`config.mk`:
```
export PLATFORM = sky130hd
export DESIGN_NAME = per_channel_sample_due_scheduler
export DESIGN_NICKNAME = d
export VERILOG_FILES = /design/src/sds_pkg.sv /design/src/per_channel_sample_due_scheduler.sv /design/src/sds_ram.sv /design/src/sds_conv.sv
export SDC_FILE = /design/constraint.sdc
export NUM_CORES = 1
export LEC_CHECK = 0
export BUFFER_PORTS_ARGS = -buffer_cell sky130_fd_sc_hd__buf_2
export CAP_MARGIN = 20
export CORE_MARGIN = 2
export CORE_UTILIZATION = 40
export DETAILED_ROUTE_END_ITERATION = 16
export PLACE_DENSITY = 0.65
export SLEW_MARGIN = 10
export SYNTH_ARGS = -nofsm -noshare
export SYNTH_HDL_FRONTEND = slang
export SYNTH_SLANG_ARGS = --single-unit
```
`constraint.sdc`:
```
create_clock -name clk -period 15.4 [get_ports clk]
set_input_delay 3.08 -clock clk [delete_from_list [all_inputs] [get_ports clk]]
set_output_delay 3.08 -clock clk [all_outputs]
set_load 0.01 [all_outputs]
```
`src/sds_pkg.sv`:
```
// Shared constants and types for the per-channel sample-due scheduler.
// No dependencies; used by the top level and sds_conv.
package sds_pkg;

  localparam int NUM_CHANNELS_DEF = 8;

  localparam int PERIOD_W = 25;
  localparam int TIME_W   = 17;
  localparam int CHAN_W   = 8;
  localparam int FUNC_W   = 2;
  localparam int CFG_IDX_W = 2;

  localparam int SECS_PER_DAY  = 86400;
  localparam int SECS_PER_HOUR = 3600;
  localparam int SECS_PER_MIN  = 60;

  localparam logic [PERIOD_W-1:0] SHORTEST_RST = 25'd1;
  localparam logic [PERIOD_W-1:0] LONGEST_RST  = 25'd86400;
  localparam logic [PERIOD_W-1:0] DEFAULT_RST  = 25'd10;

  localparam logic [FUNC_W-1:0] FUNC_POLL = 2'd0;
  localparam logic [FUNC_W-1:0] FUNC_SET  = 2'd1;
  localparam logic [FUNC_W-1:0] FUNC_INIT = 2'd2;

  localparam logic [CFG_IDX_W-1:0] REG_SHORTEST = 2'd0;
  localparam logic [CFG_IDX_W-1:0] REG_LONGEST  = 2'd1;
  localparam logic [CFG_IDX_W-1:0] REG_DEFAULT  = 2'd2;

  typedef enum logic [3:0] {
    S_IDLE = 4'b0001,
    S_READ = 4'b0010,
    S_SUM  = 4'b0100,
    S_EXEC = 4'b1000
  } state_t;

  // hour in the lowest bits, matching the tdata layout above the channel
  typedef struct packed {
    logic [7:0] p_seconds;
    logic [7:0] p_minutes;
    logic [7:0] p_hours;
    logic [7:0] p_days;
    logic [5:0] second;
    logic [5:0] minute;
    logic [4:0] hour;
  } time_fields_t;

endpackage

```
`src/per_channel_sample_due_scheduler.sv`:
```
// Per-channel sample-due scheduler: top level, sequencer and table update.
// Depends on sds_pkg, sds_conv and sds_ram.
//
// Usage:
//   s_* takes one command beat: s_tuser carries func (0 poll, 1 set period,
//   2 initialise), s_tdata the channel, time of day and period fields.
//   m_* returns exactly one beat per command: status (0 ok) and due_time.
//   cfg_* writes shortest, longest and default period (index 0, 1, 2); it is
//   always ready and must only be used while no command is in flight.
// Timing:
//   m_tvalid rises after the command beat is accepted and has passed the steps
//   READ (table read with field products), SUM (sum) and EXEC (compare and write back).
//   One command is handled at a time: no new beat is accepted until the current
//   one has finished its read-modify-write of the channel table RAM.
//   The output register lets the next command be accepted while a result waits.
// Reset:
//   rst clears all channels to uninitialised and the registers to 1, 86400
//   and 10. A poll uses table RAM contents only on an initialised channel.
// Stall:
//   If a result is still waiting and m_tready is low, the finished command holds
//   in the last step and s_tready stays low until the waiting result is taken.
module per_channel_sample_due_scheduler #(
  parameter int NUM_CHANNELS = sds_pkg::NUM_CHANNELS_DEF
) (
  input  logic                              clk,
  input  logic                              rst,
  input  logic                              s_tvalid,
  output logic                              s_tready,
  input  logic [63:0]                       s_tdata,  // channel, hour, minute, second,
                                                      // period_days, period_hours,
                                                      // period_minutes, period_seconds
  input  logic [sds_pkg::FUNC_W-1:0]        s_tuser,  // func
  output logic                              m_tvalid,
  input  logic                              m_tready,
  output logic [23:0]                       m_tdata,  // status, due_time
  input  logic                              cfg_valid,
  output logic                              cfg_ready,
  input  logic [sds_pkg::CFG_IDX_W-1:0]     cfg_index,
  input  logic [sds_pkg::PERIOD_W-1:0]      cfg_data
);
  localparam int PW = sds_pkg::PERIOD_W;
  localparam int TW = sds_pkg::TIME_W;
  localparam int AW = (NUM_CHANNELS > 1) ? $clog2(NUM_CHANNELS) : 1;
  localparam int EW = TW + 2;
  localparam int RW = PW + TW;
  localparam logic [EW-1:0] DAY_END = EW'(sds_pkg::SECS_PER_DAY - 1);

  sds_pkg::state_t state;

  logic [PW-1:0] shortest, longest, dflt;

  logic [sds_pkg::FUNC_W-1:0] cap_func;
  logic [sds_pkg::CHAN_W-1:0] cap_chan;
  sds_pkg::time_fields_t      cap_fields;

  logic [NUM_CHANNELS-1:0] chan_ready;

  logic [TW-1:0] now;
  logic [PW-1:0] period;
  logic [RW-1:0] rd_entry;
  logic [PW-1:0] old_period;
  logic [TW-1:0] old_last;

  logic          chan_ok, out_free, finish, is_ready, in_rng, due;
  logic [EW-1:0] wrap_diff;
  logic [TW-1:0] fwd_diff;
  logic          wr_en, status_next;
  logic [RW-1:0] wr_entry;
  logic [TW-1:0] due_next;
  logic [AW-1:0] addr;

  assign cfg_ready = 1'b1;
  assign s_tready  = (state == sds_pkg::S_IDLE);
  assign out_free  = !m_tvalid || m_tready;
  assign finish    = (state == sds_pkg::S_EXEC) && out_free;
  assign addr      = cap_chan[AW-1:0];

  always_ff @(posedge clk) begin
    if (rst) begin
      shortest <= sds_pkg::SHORTEST_RST;
      longest  <= sds_pkg::LONGEST_RST;
      dflt     <= sds_pkg::DEFAULT_RST;
    end else if (cfg_valid) begin
      unique case (cfg_index)
        sds_pkg::REG_SHORTEST: shortest <= cfg_data;
        sds_pkg::REG_LONGEST:  longest  <= cfg_data;
        sds_pkg::REG_DEFAULT:  dflt     <= cfg_data;
        default: ;
      endcase
    end
  end

  always_ff @(posedge clk) begin
    if (s_tvalid && s_tready) begin
      cap_func   <= s_tuser;
      cap_chan   <= s_tdata[7:0];
      cap_fields <= s_tdata[56:8];
    end
  end

  always_ff @(posedge clk) begin
    if (rst) begin
      state <= sds_pkg::S_IDLE;
    end else begin
      unique case (state)
        sds_pkg::S_IDLE: if (s_tvalid) state <= sds_pkg::S_READ;
        sds_pkg::S_READ: state <= sds_pkg::S_SUM;
        sds_pkg::S_SUM:  state <= sds_pkg::S_EXEC;
        sds_pkg::S_EXEC: if (out_free) state <= sds_pkg::S_IDLE;
        default:         state <= sds_pkg::S_IDLE;
      endcase
    end
  end

  sds_conv u_conv (
    .clk    (clk),
    .fields (cap_fields),
    .now    (now),
    .period (period)
  );

  sds_ram #(
    .WIDTH (RW),
    .DEPTH (NUM_CHANNELS)
  ) u_table (
    .clk   (clk),
    .we    (wr_en),
    .waddr (addr),
    .wdata (wr_entry),
    .re    (state == sds_pkg::S_READ),
    .raddr (addr),
    .rdata (rd_entry)
  );

  assign old_period = rd_entry[RW-1:TW];
  assign old_last   = rd_entry[TW-1:0];

  assign chan_ok   = {1'b0, cap_chan} < 9'(NUM_CHANNELS);
  assign is_ready  = chan_ok && chan_ready[addr];
  assign in_rng    = (period <= longest) && (period >= shortest);
  // past midnight: (86400-1) - last + now; a negative value wraps huge, always due
  assign wrap_diff = DAY_END + EW'(now) - EW'(old_last);
  assign fwd_diff  = now - old_last;
  assign due       = (now >= old_last) ? (PW'(fwd_diff) >= old_period)
                                       : (wrap_diff[EW-1] ||
                                          (PW'(wrap_diff[EW-2:0]) >= old_period));

  always_comb begin
    wr_en       = 1'b0;
    wr_entry    = rd_entry;
    status_next = 1'b1;
    due_next    = '0;
    case (cap_func)
      sds_pkg::FUNC_POLL: begin
        if (is_ready && due) begin
          wr_en       = finish;
          wr_entry    = {old_period, now};
          status_next = 1'b0;
          due_next    = now;
        end
      end
      sds_pkg::FUNC_SET: begin
        if (chan_ok && in_rng) begin
          wr_en       = finish;
          wr_entry    = {period, old_last};
          status_next = 1'b0;
        end
      end
      sds_pkg::FUNC_INIT: begin
        if (chan_ok) begin
          wr_en       = finish;
          wr_entry    = {(in_rng ? period : dflt), now};
          status_next = 1'b0;
        end
      end
      default: ;
    endcase
  end

  always_ff @(posedge clk) begin
    if (rst) begin
      chan_ready <= '0;
    end else if (finish && chan_ok && (cap_func == sds_pkg::FUNC_INIT)) begin
      chan_ready[addr] <= 1'b1;
    end
  end

  always_ff @(posedge clk) begin
    if (rst) begin
      m_tvalid <= 1'b0;
    end else if (finish) begin
      m_tvalid <= 1'b1;
    end else if (m_tready) begin
      m_tvalid <= 1'b0;
    end
  end

  always_ff @(posedge clk) begin
    if (finish) begin
      m_tdata <= {6'd0, due_next, status_next};
    end
  end
endmodule

```
`src/sds_ram.sv`:
```
// Generic simple dual-port RAM, one write port and one registered read port.
// No dependencies.
module sds_ram #(
  parameter int WIDTH = 8,
  parameter int DEPTH = 8
) (
  input  logic                                          clk,
  input  logic                                          we,
  input  logic [((DEPTH > 1) ? $clog2(DEPTH) : 1)-1:0]  waddr,
  input  logic [WIDTH-1:0]                              wdata,
  input  logic                                          re,
  input  logic [((DEPTH > 1) ? $clog2(DEPTH) : 1)-1:0]  raddr,
  output logic [WIDTH-1:0]                              rdata
);
  logic [WIDTH-1:0] mem [DEPTH];

  always_ff @(posedge clk) begin
    if (we) begin
      mem[waddr] <= wdata;
    end
    if (re) begin
      rdata <= mem[raddr];
    end
  end
endmodule

```
`src/sds_conv.sv`:
```
// Two-stage conversion of time-of-day and period fields into seconds.
// Depends on sds_pkg.
module sds_conv (
  input  logic                          clk,
  input  sds_pkg::time_fields_t         fields,
  output logic [sds_pkg::TIME_W-1:0]    now,
  output logic [sds_pkg::PERIOD_W-1:0]  period
);
  localparam int PW = sds_pkg::PERIOD_W;
  localparam int TW = sds_pkg::TIME_W;

  logic [TW-1:0] t_hour, t_min, t_sec;
  logic [PW-1:0] p_day, p_hour, p_min, p_sec;

  // stage 1: products
  always_ff @(posedge clk) begin
    t_hour <= TW'(fields.hour) * TW'(sds_pkg::SECS_PER_HOUR);
    t_min  <= TW'(fields.minute) * TW'(sds_pkg::SECS_PER_MIN);
    t_sec  <= TW'(fields.second);
    p_day  <= PW'(fields.p_days) * PW'(sds_pkg::SECS_PER_DAY);
    p_hour <= PW'(fields.p_hours) * PW'(sds_pkg::SECS_PER_HOUR);
    p_min  <= PW'(fields.p_minutes) * PW'(sds_pkg::SECS_PER_MIN);
    p_sec  <= PW'(fields.p_seconds);
  end

  // stage 2: sums
  always_ff @(posedge clk) begin
    now    <= t_hour + t_min + t_sec;
    period <= p_day + p_hour + p_min + p_sec;
  end
endmodule
```
==> impl_metrics.env <==
export IMPL_cts_max_level=3
export IMPL_drcViolationCount=0
export IMPL_clkLatencyLatePin_ps=630
export IMPL_drt_iter0_markers=1584
export IMPL_track_usage=0.187
export IMPL_first_global_vias=20708
export IMPL_core_mm2=0.0776
export IMPL_drive_gt1_frac=0.112
export IMPL_viasPerCell=5.40
export IMPL_tns_ps=0
export IMPL_post_route_period_util=0.485
export IMPL_hold_buffers=0
export IMPL_die_height_um=284
export IMPL_tightest_slew_ps=1100
export IMPL_io_buffers=110
export IMPL_clockBufferDepth=3
export IMPL_final_util=0.462
export IMPL_crit_family="compound AO/OA/AOI/OAI gates"
export IMPL_gp_congestion=0.905
export IMPL_max_freq_mhz=134
export IMPL_slew_headroom=0.265
export IMPL_route_met2_wl_um=36700
export IMPL_dp_hpwl_um=50600
export IMPL_fin_crit_ps=7470
export IMPL_yosysTopAreaCell="edfxtp_1"
export IMPL_synthArstFlopShare=0
export IMPL_synth_mux_area_frac=0.00916
export IMPL_crit_required_ps=15650
export IMPL_crit_type="reg2reg"
export IMPL_ant_nets=0
export IMPL_yosys_warnings=0
export IMPL_synth_seq_area_share=0.570
export IMPL_synthCells=2474
export IMPL_cp_slowest_cell="nor3b_4"
export IMPL_vdd_ir_drop_max_mv=0.131
export IMPL_die_w_um=284
export IMPL_topRoutingLayerUsed="met5"
export IMPL_setup_viol=0
export IMPL_num_rows=102
export IMPL_fin_nets=3098
export IMPL_drv_cap=0
export IMPL_slowest_delay_ps=900
export IMPL_synth_cell_type_count=72
export IMPL_wl_met3_um=4730
export IMPL_via_count=20070
export IMPL_crit_chain="inv_1 > ha_1 > inv_1 > fa_1 > a31oi_1 > o21bai_1 > a21oi_1 > nor2_1 > a2111oi_0 > o21ai_0 > a221oi_1 > xnor2_1 > ha_1 > nand4_1 > nor3_1 > nand2_1 > o211ai_1 > a31o_2 > a31oi_1 > a211oi_1 > o21ai_1 > buf_4 > nor3b_4 > buf_4"
export IMPL_synth_simple_area_share=0.0759
export IMPL_synth_area_mm2=0.0314
export IMPL_synth_area_leaders="edfxtp_1 44%, dfxtp_1 14%, ha_1 13%, fa_1 4.4%, a22oi_1 4.0%"
export IMPL_endpoint_kind="flop"
export IMPL_synth_avg_cell_area_um2=12.7
export IMPL_synth_compound_area_frac=0.113
export IMPL_cts_sink_count=667
export IMPL_cts_setup_buffers=0
export IMPL_hold_viol_final=0
export IMPL_cts_tree="built"
export IMPL_dr_pass1_iters=6
export IMPL_layout_common_cells="455 x edfxtp_1, 316 x ha_1, 212 x dfxtp_1"
export IMPL_die_area_mm2=0.0808
export IMPL_hold_path_class="reg2reg"
export IMPL_start_util=0.405
export IMPL_grt_max_degree=89
export IMPL_critPathMaxFanout=28
export IMPL_p_leak_uw=0.0140
export IMPL_antenna_found_initial=9
export IMPL_yosys_area_share_adder=0.170
export IMPL_synth_edff_count=455
export IMPL_cts_buffers=72
export IMPL_cts_root_buf="clkbuf_16"
export IMPL_wl_per_cell_um=20.5
export IMPL_syn2layout_area_growth_pct=14.1
export IMPL_status="finished clean"
export IMPL_yosys_most_used_dff="edfxtp_1"
export IMPL_cp_arrival_ps=7710
export IMPL_synth_xor_area_share=0.0265
export IMPL_synth_top_family_by_area="adder cells"
export IMPL_crit_buf_inv=4
export IMPL_maxSlewViolCount=0
export IMPL_worstSetupStartpointType="flop"
export IMPL_synth_seq_cells=667
export IMPL_synth_top_area_share=0.435
export IMPL_grt_pass1_wl_um=117000
export IMPL_pwr_density_cell_mw_per_mm2=168
export IMPL_layout_commonest_cell="edfxtp_1"
export IMPL_wl_met1_um=32200
export IMPL_rsz0062_at_grt="false"
export IMPL_grt_remaining_overflow=0
export IMPL_cts_resized=0
export IMPL_routed_wl_um=76100
export IMPL_path_clk_slew_ps=60
export IMPL_io_pins=125
export IMPL_finClkSkew_ps=23.5
power breakdown:
part	internal [uW]	switching [uW]	total [uW]
sequential	2070	152	2220
clock	1080	713	1790
combinational	875	1140	2020
worst reg2reg max path: cells and delay by family (launching register included):
family,cells,cell delay (ps)
flip-flops,1,330
adder cells (fa/ha/maj),3,870
AND/OR/NAND/NOR,5,1500
buffers and inverters,4,980
XOR/XNOR,1,140
AO/OA/AOI/OAI,11,3280
cell type report:
class / instances / area (um2)
Sequential cell: 667 / 17900
Inverter: 202 / 759
Multi-Input combinational cell: 1531 / 12500
Clock inverter: 28 / 360
Fill cell: 6973 / 41800
Timing Repair Buffer: 141 / 803
Clock buffer: 104 / 2150
Tap cell: 1040 / 1300
Antenna cell: 2 / 5.00
kinds of logic (layout without fill, tap and decap cells):
| kind of cell | after synthesis | count (layout) |
|---|---|---|
| other | 2 | 9 |
| adders and majority gates | 385 | 385 |
| and+or+nand+nor | 489 | 489 |
| muxes | 26 | 26 |
| DFF | 667 | 667 |
| AOI/OAI and AO/OA | 529 | 529 |
| buffers and inverters | 281 | 475 |
| xor gates and xnor gates | 95 | 95 |
state kept, by name, indices dropped and copies added, names as in the netlist, 6 cells and up:
name / count
cap_chan: 8
cap_fields: 49
chan_ready: 8
dflt: 25
longest: 25
m_tdata: 18
shortest: 25
u_conv.now: 17
u_conv.p_day: 18
u_conv.p_hour: 16
u_conv.p_min: 12
u_conv.p_sec: 8
u_conv.period: 25
u_conv.t_hour: 12
u_conv.t_min: 10
u_conv.t_sec: 6
u_table.mem: 336
u_table.rdata: 42
worst paths after layout:
check	to	cells past startpoint	startpoint	slack, ps
worst max-delay path	u_table.mem[0][25]	24	u_conv.now[0]	7930
worst min register to register	u_conv.now[0]	0	u_conv.t_sec[0]	330
worst max register to register	u_table.mem[0][25]	24	u_conv.now[0]	7930
worst min-delay path	u_conv.now[0]	0	u_conv.t_sec[0]	330
layer usage:
| metal | global-route usage | vias up |
|---|---|---|
| li1 | - | 9408 |
| met1 | 0.242 | 9833 |
| met2 | 0.315 | 662 |
| met3 | 0.0291 | 157 |
| met4 | 0.0751 | 10 |
| met5 | 0 | - |
cell usage after synthesis (8+ instances only):
cell,count
a21oi_1,158
a31oi_1,15
mux2_2,10
nand3b_1,10
nor4_1,8
nand3_1,22
ha_1,316
a211oi_1,10
xnor2_1,72
a21o_1,26
o21ai_0,45
o21a_1,17
o21bai_1,19
inv_1,201
nor3_1,26
and2_1,20
nand2b_1,13
nor2_1,77
nand4_1,58
edfxtp_1,455
a22oi_1,168
nor2b_1,12
a222oi_1,21
nand2_1,202
clkbuf_1,69
mux2i_1,13
dfxtp_1,212
and3_1,8
xor2_1,23
fa_1,69
stage by stage:
| step | hold slack, ps | std cells | power [uW] | area [um2] | worst slack, ps |
|---|---|---|---|---|---|
| after global placement | 314 | 3580 | 4200 | 33300 | 8120 |
| after global routing | 333 | 3714 | 6410 | 35800 | 7520 |
| after CTS | 325 | 3713 | 6060 | 35800 | 8020 |
| after detailed placement | 313 | 3581 | 4240 | 33300 | 8060 |
| after floorplan | 310 | 2479 | 3690 | 31400 | 6520 |
| final | 327 | 3715 | 6030 | 35800 | 7930 |
Power figures use the tool's default switching activity.
